$ cat config.mk
export PLATFORM = sky130hd
export DESIGN_NAME = url_percent_encoder
export DESIGN_NICKNAME = d
export VERILOG_FILES = /design/src/rtl/core/upe_pkg.sv /design/src/rtl/core/upe_classify.sv /design/src/rtl/core/upe_queue.sv /design/src/rtl/core/upe_expand.sv /design/src/rtl/core/url_percent_encoder.sv
export SDC_FILE = /design/constraint.sdc
export NUM_CORES = 1
export LEC_CHECK = 0
export BUFFER_PORTS_ARGS = -buffer_cell sky130_fd_sc_hd__buf_2
export CORE_ASPECT_RATIO = 0.8
export CORE_MARGIN = 3
export CORE_UTILIZATION = 30
export CTS_CLUSTER_DIAMETER = 80
export DETAILED_ROUTE_END_ITERATION = 10
export HOLD_SLACK_MARGIN = 0.1
export SETUP_SLACK_MARGIN = 0.2
export SYNTH_ARGS = -nofsm -noshare
export SYNTH_HDL_FRONTEND = slang
export SYNTH_SLANG_ARGS = --single-unit
$ cat constraint.sdc
create_clock -name clk_i -period 8.3 [get_ports clk_i]
set_input_delay 0.415 -clock clk_i [delete_from_list [all_inputs] [get_ports clk_i]]
set_output_delay 0.415 -clock clk_i [all_outputs]
set_load 0.02 [all_outputs]
$ cat src/rtl/core/upe_pkg.sv
// Package for the URL percent encoder: shared constants, queue entry type,
// expander phase encoding and the hex digit function.
// No dependencies.
package upe_pkg;

  localparam int unsigned MaskWidth     = 61;
  localparam logic [MaskWidth-1:0] MaskReset = 61'd1441151884348903421;
  localparam logic [7:0]  RangeLo       = 8'h21;
  localparam logic [7:0]  RangeHi       = 8'h5D;
  localparam logic [7:0]  GraphHi       = 8'h7E;
  localparam logic [6:0]  EscChar       = 7'h25;
  localparam int unsigned DefQueueDepth = 4;
  localparam int unsigned AddrWidth     = 4;
  localparam int unsigned DataWidth     = 64;
  localparam int unsigned RegIdxBit     = 3;

  typedef enum logic [RegIdxBit-3:0] {
    REG_RESERVED_MASK = 1'b0
  } reg_idx_e;

  typedef enum logic [1:0] {
    PH_FIRST = 2'd0,
    PH_HIGH  = 2'd1,
    PH_LOW   = 2'd2
  } phase_e;

  typedef struct packed {
    logic [7:0] data;
    logic       esc;
    logic       send;
  } upe_entry_t;

  function automatic logic [6:0] hex_digit(input logic [3:0] nib);
    logic [6:0] base;
    base = (nib < 4'd10) ? 7'h30 : 7'h37;
    return base + {3'b000, nib};
  endfunction

endpackage

$ cat src/rtl/core/upe_classify.sv
// Front end of the URL percent encoder: accepts a byte and decides
// whether it is escaped. Depends on upe_pkg.
module upe_classify (
  input  logic                         push,
  input  logic                         q_full_i,
  input  logic [7:0]                   byte_in_i,
  input  logic                         string_end_i,
  input  logic [upe_pkg::MaskWidth-1:0] mask_i,
  output logic                         wr_en_o,
  output upe_pkg::upe_entry_t          entry_o
);
  import upe_pkg::*;

  logic       in_range;
  logic       graph;
  logic [5:0] bit_idx;

  assign in_range = (byte_in_i >= RangeLo) && (byte_in_i <= RangeHi);
  assign graph    = (byte_in_i >= RangeLo) && (byte_in_i <= GraphHi);
  assign bit_idx  = 6'(byte_in_i - RangeLo);

  assign wr_en_o       = push && !q_full_i;
  assign entry_o.data  = byte_in_i;
  assign entry_o.esc   = in_range ? mask_i[bit_idx] : !graph;
  assign entry_o.send  = string_end_i;

endmodule

$ cat src/rtl/core/upe_queue.sv
// Short register queue between classifier and expander.
// Depends on upe_pkg.
module upe_queue #(
  parameter int unsigned Depth = upe_pkg::DefQueueDepth
) (
  input  logic                clk_i,
  input  logic                rst_ni,
  input  logic                wr_en_i,
  input  upe_pkg::upe_entry_t wr_data_i,
  output logic                full_o,
  input  logic                rd_en_i,
  output upe_pkg::upe_entry_t rd_data_o,
  output logic                empty_o
);
  import upe_pkg::*;

  localparam int unsigned PtrW = (Depth > 1) ? $clog2(Depth) : 1;
  localparam int unsigned CntW = $clog2(Depth + 1);
  localparam logic [PtrW-1:0] LastPtr = PtrW'(Depth - 1);
  localparam logic [CntW-1:0] FullCnt = CntW'(Depth);

  upe_entry_t          mem_q [Depth];
  logic [PtrW-1:0]     wr_ptr_q, wr_ptr_d;
  logic [PtrW-1:0]     rd_ptr_q, rd_ptr_d;
  logic [CntW-1:0]     cnt_q, cnt_d;
  logic                do_wr, do_rd;

  assign full_o    = (cnt_q == FullCnt);
  assign empty_o   = (cnt_q == '0);
  assign do_wr     = wr_en_i && !full_o;
  assign do_rd     = rd_en_i && !empty_o;
  assign rd_data_o = mem_q[rd_ptr_q];

  always_comb begin
    wr_ptr_d = wr_ptr_q;
    rd_ptr_d = rd_ptr_q;
    cnt_d    = cnt_q;
    if (do_wr) begin
      wr_ptr_d = (wr_ptr_q == LastPtr) ? '0 : wr_ptr_q + 1'b1;
    end
    if (do_rd) begin
      rd_ptr_d = (rd_ptr_q == LastPtr) ? '0 : rd_ptr_q + 1'b1;
    end
    if (do_wr && !do_rd) begin
      cnt_d = cnt_q + 1'b1;
    end else if (do_rd && !do_wr) begin
      cnt_d = cnt_q - 1'b1;
    end
  end

  always_ff @(posedge clk_i or negedge rst_ni) begin
    if (!rst_ni) begin
      wr_ptr_q <= '0;
      rd_ptr_q <= '0;
      cnt_q    <= '0;
    end else begin
      wr_ptr_q <= wr_ptr_d;
      rd_ptr_q <= rd_ptr_d;
      cnt_q    <= cnt_d;
    end
  end

  always_ff @(posedge clk_i) begin
    if (do_wr) begin
      mem_q[wr_ptr_q] <= wr_data_i;
    end
  end

endmodule

$ cat src/rtl/core/upe_expand.sv
// Back end of the URL percent encoder: expands each queued byte into one or
// three characters into an output register. Depends on upe_pkg.
module upe_expand (
  input  logic                clk_i,
  input  logic                rst_ni,
  input  upe_pkg::upe_entry_t head_i,
  input  logic                head_valid_i,
  output logic                deq_o,
  input  logic                pop,
  output logic                empty,
  output logic [6:0]          char_out_o,
  output logic                run_last_o,
  output logic                string_end_out_o
);
  import upe_pkg::*;

  phase_e     phase_q, phase_d;
  logic       load;
  logic [6:0] ch;
  logic       last;
  logic       out_valid_q;
  logic [6:0] char_q;
  logic       last_q;
  logic       send_q;

  assign load  = head_valid_i && (!out_valid_q || pop);
  assign deq_o = load && last;

  always_comb begin
    ch   = head_i.data[6:0];
    last = 1'b1;
    unique case (phase_q)
      PH_FIRST: begin
        ch   = head_i.esc ? EscChar : head_i.data[6:0];
        last = !head_i.esc;
      end
      PH_HIGH: begin
        ch   = hex_digit(head_i.data[7:4]);
        last = 1'b0;
      end
      PH_LOW: begin
        ch   = hex_digit(head_i.data[3:0]);
        last = 1'b1;
      end
      default: begin
        ch   = head_i.data[6:0];
        last = 1'b1;
      end
    endcase
  end

  always_comb begin
    phase_d = phase_q;
    if (load) begin
      if (last) begin
        phase_d = PH_FIRST;
      end else begin
        unique case (phase_q)
          PH_FIRST: phase_d = PH_HIGH;
          PH_HIGH:  phase_d = PH_LOW;
          default:  phase_d = PH_FIRST;
        endcase
      end
    end
  end

  always_ff @(posedge clk_i or negedge rst_ni) begin
    if (!rst_ni) begin
      phase_q     <= PH_FIRST;
      out_valid_q <= 1'b0;
    end else begin
      phase_q <= phase_d;
      if (load) begin
        out_valid_q <= 1'b1;
      end else if (pop) begin
        out_valid_q <= 1'b0;
      end
    end
  end

  always_ff @(posedge clk_i) begin
    if (load) begin
      char_q <= ch;
      last_q <= last;
      send_q <= last && head_i.send;
    end
  end

  assign empty            = !out_valid_q;
  assign char_out_o       = char_q;
  assign run_last_o       = last_q;
  assign string_end_out_o = send_q;

endmodule

$ cat src/rtl/core/url_percent_encoder.sv
// URL percent encoder, at most one byte in and one character out per clock. A byte
// that passes through gives one output character, an escaped byte ('%' and two
// hex digits) gives three; the single-character output register of the
// expander sets this rate of one character per cycle while pop is held.
// Bytes are accepted every cycle while the queue of QueueDepth entries
// has room. Depends on upe_pkg, upe_classify, upe_queue and upe_expand.
module url_percent_encoder #(
  parameter int unsigned QueueDepth = upe_pkg::DefQueueDepth
) (
  input  logic                          clk_i,
  input  logic                          rst_ni,
  input  logic                          push,
  output logic                          full,
  input  logic [7:0]                    byte_in_i,
  input  logic                          string_end_i,
  output logic                          empty,
  input  logic                          pop,
  output logic [6:0]                    char_out_o,
  output logic                          run_last_o,
  output logic                          string_end_out_o,
  input  logic                          psel,
  input  logic                          penable,
  input  logic                          pwrite,
  input  logic [upe_pkg::AddrWidth-1:0] paddr,
  input  logic [upe_pkg::DataWidth-1:0] pwdata,
  output logic [upe_pkg::DataWidth-1:0] prdata,
  output logic                          pready
);
  import upe_pkg::*;

  logic [MaskWidth-1:0] mask_q;
  logic                 cfg_wr;
  reg_idx_e             reg_sel;
  logic                 wr_en;
  upe_entry_t           wr_entry;
  upe_entry_t           head;
  logic                 q_full;
  logic                 q_empty;
  logic                 deq;

  assign pready  = 1'b1;
  assign reg_sel = reg_idx_e'(paddr[RegIdxBit]);
  assign cfg_wr  = psel && penable && pwrite && pready;

  always_ff @(posedge clk_i or negedge rst_ni) begin
    if (!rst_ni) begin
      mask_q <= MaskReset;
    end else if (cfg_wr && (reg_sel == REG_RESERVED_MASK)) begin
      mask_q <= pwdata[MaskWidth-1:0];
    end
  end

  always_comb begin
    prdata = '0;
    if (reg_sel == REG_RESERVED_MASK) begin
      prdata = {{(DataWidth - MaskWidth){1'b0}}, mask_q};
    end
  end

  upe_classify u_classify (
    .push         (push),
    .q_full_i     (q_full),
    .byte_in_i    (byte_in_i),
    .string_end_i (string_end_i),
    .mask_i       (mask_q),
    .wr_en_o      (wr_en),
    .entry_o      (wr_entry)
  );

  upe_queue #(
    .Depth (QueueDepth)
  ) u_queue (
    .clk_i     (clk_i),
    .rst_ni    (rst_ni),
    .wr_en_i   (wr_en),
    .wr_data_i (wr_entry),
    .full_o    (q_full),
    .rd_en_i   (deq),
    .rd_data_o (head),
    .empty_o   (q_empty)
  );

  upe_expand u_expand (
    .clk_i            (clk_i),
    .rst_ni           (rst_ni),
    .head_i           (head),
    .head_valid_i     (!q_empty),
    .deq_o            (deq),
    .pop              (pop),
    .empty            (empty),
    .char_out_o       (char_out_o),
    .run_last_o       (run_last_o),
    .string_end_out_o (string_end_out_o)
  );

  assign full = q_full;

endmodule

; Word level (Yosys, flattened, before mapping)
; Memories as Yosys holds them, arrays and structs flattened.
; Index checks and enable logic that the tools add are counted.
[classes]
add_sub_neg = 7
n_lt_le_gt_ge = 6
n_eq_ne = 5
muxes = 19
n_bitwise = 1
reduce_logical = 25
[ops]
columns = operator, count
row1 = two-way mux 61 bit, 1
row2 = case mux 7 bit (3 select lines), 1
row3 = <= comparator 8 x 7 -> 1 bit (second input constant), 2
row4 = adder 7 x 4 -> 7 bit, 2
row5 = logical AND 1 bit, 13
row6 = two-way mux 3 bit, 4
row7 = greater-or-equal comparator 8 x 6 -> 1 bit (second input constant), 1
row8 = < comparator 4 bit (second input constant), 2
row9 = logical NOT 1 bit, 7
row10 = < comparator 6 x 7 -> 1 bit (second input constant), 1
row11 = two-way mux 7 bit, 1
row12 = binary-select mux 1 bit (select 6 bit), 1
row13 = equality test 2 bit (second input constant), 3
row14 = two-way mux 1 bit, 6
row15 = two-way mux 2 bit, 3
row16 = subtractor 6 bit (second input constant), 1
row17 = adder 2 x 1 -> 2 bit (second input constant), 2
row18 = case mux 2 bit (2 select lines), 1
row19 = nonzero test 2 bit, 2
row20 = adder 3 x 1 -> 3 bit (second input constant), 1
row21 = equality test 3 bit (second input constant), 1
row22 = logical NOT 3 bit, 1
row23 = subtractor 3 x 1 -> 3 bit (second input constant), 1
row24 = equality test 2 x 1 -> 1 bit (second input constant), 1
row25 = 4 further kinds, 4
[word_totals]
regBits = 80
ram_bits = 40
input_bits = 84
wordCells = 73
mem_count = 1
[memory_table]
columns = name, words, width, read_ports, rd_ports_with_merged_regs, wr, line
row1 = u_queue.mem_q, 4, 10, 1, 0, 1, upe_queue.sv:22  ; upe_entry_t mem_q [Depth];

; Longest topological paths before layout
; Gate-level depths: netlist of run 1.
[logic_depth]
ltp_word = 8
depth_mapped = 11
ltp_nobuf = 10

; By module
; From an unflattened synthesis of run 1, not the netlist that was laid out.
[unflattened]
cells_unflattened = 510
hier_area_um2 = 6503.7
[by_module_without_submodules]
columns = mod, n_inst, cells_each, area_per_inst_um2, seq_area_each_um2
row1 = url_percent_encoder, 1, 203, 2767.7, 1550.2
row2 = upe_queue, 1, 89, 1895.6, 1376.3
row3 = upe_classify, 1, 127, 960.9, 0.0
row4 = upe_expand, 1, 91, 879.6, 345.3

; Worst setup path before layout of run 1
; OpenSTA, ideal clock, no wires.
[synth_timing]
path_kind = register to register
from = reg u_queue.rd_ptr_q[0]
to = reg u_expand.char_q[1] (netlist: u_expand.char_out_o[1]), data pin
setup_ns = 0.272
arrival_ns = 2.555
setup_slack_ns = 5.473
stages_incl_launch_ff = 8
period_less_slack_ns = 2.827
cell_sequence = dfrtp_1 -> buf_6 -> mux4_1 -> nand2_1 -> nand2_1 -> ha_1 -> fa_1 -> mux4_2
[synth_via]
elab_chain_len = 5
[synth_rtl]
columns = item, line
row1 = start: declaration, upe_queue.sv:24  ; logic [PtrW-1:0] rd_ptr_q, rd_ptr_d;
row2 = start signal: assignment, upe_queue.sv:58  ; rd_ptr_q <= rd_ptr_d;
row3 = memory read (4 x 10 bit) *, -
row4 = < comparator 4 bit, upe_pkg.sv:35  ; base = (nib < 4'd10) ? 7'h30 : 7'h37;
row5 = two-way mux 3 bit, upe_pkg.sv:35
row6 = adder 7 x 4 -> 7 bit, upe_pkg.sv:36  ; return base + {3'b000, nib};
row7 = case mux 7 bit (3 select lines) *, upe_expand.sv:32  ; unique case (phase_q)
row8 = net u_expand.ch[1], upe_expand.sv:19  ; logic [6:0] ch;
row9 = end signal: assignment, upe_expand.sv:83  ; char_q <= ch;
row10 = end: declaration, upe_expand.sv:22  ; logic [6:0] char_q;
; The timed path passes the listed nets; every way through them passes the cells marked *.
; A chain may end at the register's enable or synchronous reset.

==> results of run 1 <==
path summary, 6_finish.rpt:
kind	startpoint	to	slack, ns
min in group asynchronous	rst_ni	u_expand.out_valid_q	0.34
worst min-delay path	string_end_i	u_queue.mem_q[3][0]	0.22
worst max register to register	u_queue.rd_ptr_q[0]	u_expand.char_out_o[1]	5.06
max in group asynchronous	rst_ni	mask_q[18]	6.89
worst min register to register	u_queue.cnt_q[2]	u_queue.cnt_q[2]	0.50
worst max-delay path	byte_in_i[0]	u_queue.mem_q[1][1]	5.04
layer usage:
| metal | global-route usage | vias up | part of all wire |
|---|---|---|---|
| met5 | 0 | - | 0.0018 |
| met3 | 0.0603 | 14 | 0.085 |
| li1 | - | 1965 | - |
| met1 | 0.170 | 2002 | 0.44 |
| met2 | 0.215 | 146 | 0.46 |
| met4 | 0.0330 | 4 | 0.0082 |
final cells by class:
class / instances / share of cell area
Timing Repair Buffer: 154 / 0.101
Clock inverter: 11 / 0.0147
Clock buffer: 21 / 0.0631
Inverter: 10 / 0.00480
Sequential cell: 120 / 0.418
Tap cell: 264 / 0.0422
Multi-Input combinational cell: 299 / 0.356
stage by stage:
stage,instance area [µm²],std cells
5_1_grt,7820,879
6_report,7820,879
3_5_place_dp,7200,846
2_1_floorplan,6240,459
4_1_cts,7820,879
3_3_place_gp,7200,846
report_power, final:
group | switching [µW] | internal, µW
clock | 265 | 484
combinational | 440 | 404
sequential | 117 | 809
total | 822 | 1700
kinds of logic after synthesis:
kind of cell	share of synthesized area
multiplexers	0.231
flip-flops	0.525
buffers and inverters	0.0305
adder cells (fa/ha/maj)	0.0358
AND/OR/NAND/NOR	0.119
AO/OA/AOI/OAI	0.0460
other	0.00121
XOR/XNOR	0.0112
worst max-delay path, stage by stage:
cell and delay, ns:
buf_2 0.45, inv_1 0.29, ha_1 0.95, mux4_2 0.61, mux2i_1 0.18, o21ai_0 0.11, o2111ai_1 0.14, nand3_1 0.20
flip-flops by register name, indices dropped and copies added (netlist names):
signal,count
u_queue.wr_ptr_q,2
u_expand.run_last_o,1
mask_q,61
u_expand.out_valid_q,1
u_queue.rd_ptr_q,2
u_expand.char_out_o,7
u_queue.mem_q,40
u_expand.string_end_out_o,1
u_queue.cnt_q,3
u_expand.phase_q,2
cell usage after synthesis, types with 9 or more instances:
| master | number | area share |
|---|---|---|
| a21oi_1 | 10 | 0.0080 |
| o21ai_0 | 11 | 0.0088 |
| inv_1 | 10 | 0.0060 |
| nor2b_1 | 66 | 0.066 |
| mux4_2 | 19 | 0.069 |
| nor3_1 | 9 | 0.0072 |
| dfstp_2 | 19 | 0.080 |
| dfrtp_1 | 52 | 0.21 |
| mux2_2 | 66 | 0.12 |
| clkbuf_1 | 18 | 0.011 |
| nand2_1 | 18 | 0.011 |
| ha_1 | 13 | 0.026 |
| edfxtp_1 | 49 | 0.24 |
==> metrics.txt, run 1 <==
Reg clk slew, reported paths=0.06 ns; max cap viols=0; DRT iter0 DRCs=175; number of top-level pins=160; Total Routing Usage GR=0.135; dpl ws=4.46 ns; Mapped Cells=457; Max Root-Sink Buffers=2; Area Growth Syn to Fin=25.5%; die width=167 µm; Synth Register Bits=120; Routed Wire Length=14800 µm; RSZ-0062 raised after global routing=false; global-route wire length before repair=24000 µm; CP Class=in -> reg; Filler Cells Inserted=1890; # setup viols final=0; TritonCTS Buffers=17; max_slew headroom=0.368; EDFF count, synth=49; skew final=0.0113 ns; CTS sink cnt=120; Syn Area/Cell=13.6 µm²; crit end category=flip-flop; FF/Latch Area=3270 µm²; # DRC=0; DP Wirelength=10500 µm; hold_ws=0.223 ns; P_leak=0.00336 µW; synth unique cells=53; CTS tree=done; most common cell after layout, fill and taps aside=buf_2; PwrDens=322 nW/µm²; Core ar.=20100 µm²; Worst Reg-to-Reg Cells=6; Seq/Total Area, Yosys=0.525; # diodes=0; proportion of layout cells with a drive suffix above 1=0.473; Hold Buf Count CTS=1; achievable frequency=307 MHz; Initial Util=0.310; Die ar.=22500 µm²; DR WL/cell=16.9 µm; Final WS setup=5.04 ns; Worst Setup Start Kind=primary input; min cycle time layout=3.26 ns; DR vias=4131; Final Max Tran Viols=0; Setup Buffers After CTS=0; synth warn=0; worst vdd ir=149 µV; Synth Cell Area=6230 µm²; CP arrival=3.37 ns; Vias/cell=4.70; worst-skew pair later-pin latency=0.41 ns; Fin. Hold Viols=0; first drt pass iteration count=4; vias in the first global route=4398; htree depth=4; HP Class=in -> reg; largest net degree at the start of global routing=69; ANT nets after route=0; clk root buf=clkbuf_16; die height=135 µm; Top FF cell, synth=dfrtp_1; nets=702; Post-synth ARST share=0.592; post_cts resized=0; Worst-Margin Slew=0.943 ns; fin util=0.389; critical path fanouts, max=21; Worst Hold Depth=1; number of port buffers=149; outcome=completed; Power, Total=2520 µW; Critical Path RT=8.41 ns; initial antenna violation count=2; Final TNS setup=0 ns; area of the multi-input gates=2780 µm²; most frequent cells in the layout=148 x buf_2, 66 x nor2b_1, 66 x mux2_2, 52 x dfrtp_1, 49 x edfxtp_1; fin crit share=0.392; grt ovf=0; number of core rows=46; GP Congestion=0.819
Note: power is estimated with default switching activity, not from simulation.
==> run 2, diff against run 1 <==
==> constraint.sdc (replaced) <==
create_clock -name clk_i -period 2.9 [get_ports clk_i]
set_input_delay 0.145 -clock clk_i [delete_from_list [all_inputs] [get_ports clk_i]]
set_output_delay 0.145 -clock clk_i [all_outputs]
set_load 0.02 [all_outputs]
==> run 2 against run 1 <==
Compared with the run above:
- non-clock buffer count rose by 86
- register-to-register slack got worse by 4.8 ns
- sequential share of layout area fell by 4.4 points
- total power rose to 3.1 times the previous value
- clock power rose to 3.1 times the previous value
- critical path type is now reg -> reg
==> metrics.txt, run 2 (synthesized netlist as in run 1, its figures left out) <==
outcome=completed; min cycle time layout=2.68 ns; Area Growth Syn to Fin=40.2%; max_slew headroom=0.375; nets=788; Final Max Tran Viols=0; Power, Total=7810 µW; Vias/cell=4.74; Max Root-Sink Buffers=2; CTS sink cnt=120; area of the multi-input gates=2840 µm²; most common cell after layout, fill and taps aside=buf_2; Hold Crit Endpoint=u_queue.mem_q[3][6]; # setup viols final=0; Initial Util=0.310; max reg flops=61; Reg-to-Reg Start=u_queue.rd_ptr_q[0]; most frequent cells in the layout=148 x buf_2, 70 x dlygate4sd3_1, 66 x nor2b_1, 66 x mux2_2, 50 x dfrtp_1; worst-skew pair later-pin latency=0.42 ns; Core ar.=20100 µm²; htree depth=4; Placed Cells=860; r2r setup slk=0.22 ns; CP arrival=2.83 ns; proportion of layout cells with a drive suffix above 1=0.456; critical path fanouts, max=7; # diodes=0; grt met2 use=0.245; largest net degree at the start of global routing=72; Routed Wire Length=16300 µm; number of core rows=46; global routing usage on met3=0.0477; GP Congestion=0.836; CP Class=reg -> reg; skew final=0.0119 ns; Reg clk slew, reported paths=0.06 ns; first drt pass iteration count=4; number of port buffers=149; number of top-level pins=160; hold path start=byte_in_i[4]; achievable frequency=373 MHz; PwrDens=894 nW/µm²; vias in the first global route=4962; P_leak=0.00373 µW; ANT nets after route=0; non-filler cells, final=965; Fin. Hold Viols=0; DR WL/cell=16.9 µm; CTS tree=done; FF/Latch Area=3270 µm²; Largest Register=mask_q; GRT busiest layer=met2; grt ovf=0; TritonCTS Buffers=17; reg2reg end=u_expand.char_out_o[1]; max cap viols=0; initial antenna violation count=0; GR Layer Usage met1=0.186; Worst Hold Depth=1; Final TNS setup=0 ns; DP Wirelength=11100 µm; DR vias=4574; Worst Setup Start Kind=flip-flop; global-route wire length before repair=26200 µm; Filler Cells Inserted=1804; Worst-Margin Slew=0.937 ns; RSZ-0062 raised after global routing=true; # DRC=0; worst vdd ir=438 µV; crit end category=flip-flop; die width=167 µm; die height=135 µm; Die ar.=22500 µm²; Worst Reg-to-Reg Cells=7; DRT iter0 DRCs=248; fin util=0.435; fin crit share=0.923; clk root buf=clkbuf_16; Critical Path RT=3.05 ns; Total Routing Usage GR=0.148; Final WS setup=0.222 ns; HP Class=in -> reg; dpl ws=0.0703 ns
[run 2: changes by cell type in the layout (fill, tap and decap cells not counted), moves of 4 or more]
cell / before / now
clkinv_2: 5 / 1
buf_4: 5 / 21
mux4_1: 8 / 4
mux4_2: 19 / 23
clkinv_1: 0 / 4
dlygate4sd3_1: 1 / 70
[run 2: worst max-delay path, stage by stage, from the launching register on]
cell and delay (ns):
dfrtp_2 0.41, buf_12 0.14, mux4_2 0.58, nand2_4 0.13, nand2_4 0.08, ha_4 0.17, fa_1 0.44, mux4_2 0.46
[run 2: cell type report]
| cell class | count | share of cell area |
|---|---|---|
| clock inverters | 14 | 0.0235 |
| well taps | 264 | 0.0378 |
| multi-input cells | 299 | 0.325 |
| flip-flops and latches | 120 | 0.375 |
| repair buffers | 240 | 0.185 |
| clock buffers | 18 | 0.0491 |
| inverters | 10 | 0.00430 |
[run 2: worst max-delay path by stage]
stage                              startpoint                endpoint  cells after the start
after floorplan           u_queue.rd_ptr_q[0]  u_expand.char_out_o[1]                      5
after global placement    u_queue.rd_ptr_q[0]  u_expand.char_out_o[1]                      7
after detailed placement  u_queue.rd_ptr_q[0]  u_expand.char_out_o[1]                      7
after CTS                 u_queue.rd_ptr_q[0]  u_expand.char_out_o[1]                      6
after global routing      u_queue.rd_ptr_q[0]  u_expand.char_out_o[3]                     10
final                     u_queue.rd_ptr_q[0]  u_expand.char_out_o[1]                      7
[run 2: repair_timing]
| item | in CTS | in global routing |
|---|---|---|
| gates resized for setup | 3 | 13 |
| buffers inserted | 2 | 1 |
| endpoints found under the hold margin | 139 | 0 |
| pin swaps | 0 | 5 |
| endpoints found under the setup margin | 5 | 5 |
| hold buffers | 70 | 0 |
[run 2: through the flow]
step	hold WS, ns	cell area (µm²)
floorplan	-0.151	6230
global placement	0.343	7310
detailed placement	0.360	7310
CTS	0.115	8670
global route	0.128	8740
finish	0.146	8740
[run 2: power breakdown]
group,switching [µW],internal [µW],leakage [µW]
logic,1490,1430,0.00214
clock network,772,1510,0.000308
registers,285,2320,0.00127
[run 2: per-layer routing]
metal | wire length, µm | part of all wire | vias to the layer above
li1 | - | - | 2138
met1 | 6970 | 0.43 | 2215
met2 | 7950 | 0.49 | 188
met3 | 1120 | 0.068 | 33
met4 | 301 | 0.018 | 0
met5 | 0 | 0 | -
==> run 3, diff against run 2 <==
--- a/config.mk
+++ b/config.mk
@@ -5,11 +5,13 @@
 export SDC_FILE = /design/constraint.sdc
 export NUM_CORES = 1
 export LEC_CHECK = 0
+export ABC_AREA = 1
 export BUFFER_PORTS_ARGS = -buffer_cell sky130_fd_sc_hd__buf_2
-export CORE_ASPECT_RATIO = 0.8
+export CORE_ASPECT_RATIO = 0.75
 export CORE_MARGIN = 3
 export CORE_UTILIZATION = 30
 export CTS_CLUSTER_DIAMETER = 80
+export CTS_CLUSTER_SIZE = 10
 export DETAILED_ROUTE_END_ITERATION = 10
 export HOLD_SLACK_MARGIN = 0.1
 export SETUP_SLACK_MARGIN = 0.2
==> run 3 against run 2 <==
Compared with the run above:
- clock power is 6% lower
- clock skew decreased by 0.0022 ns
- cell count increased by 33%
- design area down 0.43%
- hold slack gained 0.024 ns
- non-clock buffer count down 4
- register-to-register slack better by 0.23 ns
- maximum frequency rose by 9.6%
- sequential cell count is the same
- via count rose by 25%
- largest power group unchanged
- clock-buffer cell count rose by 2
==> metrics.txt, run 3 <==
Worst-Margin Slew=0.918 ns; synth warn=0; clk root buf=clkbuf_16; Initial Util=0.310; first drt pass iteration count=5; nets=1089; global-route wire length before repair=29500 µm; max reg flops=61; crit end category=flip-flop; PwrDens=858 nW/µm²; Post-synth top cells=151 x nor2_1, 130 x nand2_1, 100 x inv_1; Final Max Tran Viols=0; TritonCTS Buffers=17; area of the multi-input gates=2460 µm²; critical path fanouts, max=19; Seq/Total Area, Yosys=0.515; DP Wirelength=12000 µm; min cycle time layout=2.44 ns; Critical Path Sink=u_expand.char_out_o[1]; CTS sink cnt=120; Stages on worst setup path=10; Post-synth ARST share=0.592; Critical Path RT=3.06 ns; DR vias=5701; Area contributors post-synth=edfxtp_1 23%, dfrtp_1 20%, nor2_1 8.9%, dfstp_2 7.9%, nand2_1 7.7%; outcome=completed; DR WL/cell=13.8 µm; Synth Register Bits=120; CTS tree=done; Filler Cells Inserted=2057; # diodes=0; number of core rows=45; Worst path slowest cell=dfrtp_2; Max Root-Sink Buffers=2; Mapped Cells=772; # DRC=0; most frequent cell after synthesis=nor2_1; number of port buffers=149; Routed Wire Length=17700 µm; worst vdd ir=383 µV; Met2 Wirelength=8120 µm; largest net degree at the start of global routing=123; hold path start=push; GP Congestion=0.793; P_leak=0.00424 µW; htree depth=4; Metal-1 WL=8710 µm; Max Used Layer=met4; most common cell after layout, fill and taps aside=nor2_1; RSZ-0062 raised after global routing=false; worst-skew pair later-pin latency=0.41 ns; die width=174 µm; WL met3=644 µm; Reg clk slew, reported paths=0.06 ns; Yosys top cell area share=0.232; Synth Cell Area=6350 µm²; achievable frequency=409 MHz; number of top-level pins=160; hold_ws=0.170 ns; worst path bufs/invs=1; CP cell instances=buf_12, o21ai_1, nand2_1, nand2_1, nand3_2, nand2_1, ha_1, fa_1, a22oi_1, nand2_1; HP Class=in -> reg; grt ovf=0; proportion of layout cells with a drive suffix above 1=0.241; Fin. Hold Viols=0; vias in the first global route=5715; Area Growth Syn to Fin=36.9%; skew final=0.00975 ns; synth unique cells=40; Reg-to-Reg Start=u_queue.rd_ptr_q[0]; Syn Area/Cell=8.23 µm²; Synth area leader=edfxtp_1; EDFF count, synth=49; slowest stage delay, CP=0.49 ns; ANT nets after route=0; Vias/cell=4.44; Worst Setup Start Kind=flip-flop; Largest Register=mask_q; CP arrival=2.60 ns; # setup viols final=0; fin util=0.424; Core ar.=20500 µm²; Top FF cell, synth=dfrtp_1; max cap viols=0; fin crit share=0.843; crit-path most repeated cell=nand2_1; Worst Reg-to-Reg Cells=10; r2r setup slk=0.46 ns; Die ar.=23000 µm²; FF/Latch Area=3270 µm²; most frequent cells in the layout=151 x nor2_1, 148 x buf_2, 130 x nand2_1, 100 x inv_1; die height=132 µm; Total Routing Usage GR=0.158; CP Class=reg -> reg; Final TNS setup=0 ns; DRT iter0 DRCs=325; CP delay by family, top=adder cells; max_slew headroom=0.388; reg2reg end=u_expand.char_out_o[1]; start point of the critical path=u_queue.rd_ptr_q[0]; initial antenna violation count=0
[run 3: worst min path at each step]
stage                                     end  slack [ns]  cells after the start
after floorplan                    mask_q[12]       -0.15                      0
after global placement             mask_q[53]        0.34                      1
after detailed placement           mask_q[53]        0.34                      1
after CTS                 u_queue.wr_ptr_q[0]        0.15                      4
after global routing      u_queue.wr_ptr_q[1]        0.20                      5
final                     u_queue.wr_ptr_q[1]        0.17                      5
[run 3: stage by stage]
step | std cells | total power (µW) | setup WS (ns) | instance area (µm²)
after detailed placement | 1181 | 5250 | 0.393 | 7390
after global routing | 1284 | 8020 | 0.208 | 8700
after global placement | 1181 | 5200 | 0.414 | 7390
after CTS | 1284 | 7520 | 0.373 | 8690
after floorplan | 774 | 4430 | 0.369 | 6360
final | 1284 | 7460 | 0.457 | 8700
[run 3: what timing repair did]
action	CTS	global route
gates resized for setup	0	3
hold buffers	71	0
setup buffers	0	0
endpoints found under the hold margin	144	0
endpoints found under the setup margin	0	2
[run 3: layout make-up]
type / count / area share
repair buffers: 236 / 0.184
flip-flops and latches: 120 / 0.376
clock buffers: 20 / 0.0514
inverters: 109 / 0.0476
multi-input cells: 505 / 0.282
clock inverters: 12 / 0.0173
well taps: 282 / 0.0406
[run 3: worst min-delay path: stages]
cell and delay [ns]:
buf_2 0.09, inv_1 0.04, nor2_1 0.11, nand2_1 0.08
o21ai_0 0.07
[run 3: cells by family after synthesis]
family                     Yosys count  share of synthesized area
AOI/OAI and AO/OA                  108                     0.0933
xor gates and xnor gates             6                     0.0136
adders and majority gates           16                     0.0351
buffers and inverters              149                     0.0996
DFF                                120                      0.515
other                                2                    0.00118
and+or+nand+nor                    371                      0.242
[run 3: power by group]
| group | leakage (µW) | switching (µW) | internal (µW) | total (µW) |
|---|---|---|---|---|
| sequential | 0.00122 | 171 | 2280 | 2450 |
| combinational | 0.00273 | 1820 | 1040 | 2860 |
| clock | 0.000291 | 777 | 1370 | 2150 |
| total | 0.00424 | 2770 | 4690 | 7460 |
[run 3: routing by layer]
metal | vias to the layer above | GRT usage
met5 | - | 0
met4 | 0 | 0.0491
met3 | 17 | 0.0331
met2 | 133 | 0.247
met1 | 2663 | 0.222
li1 | 2888 | -
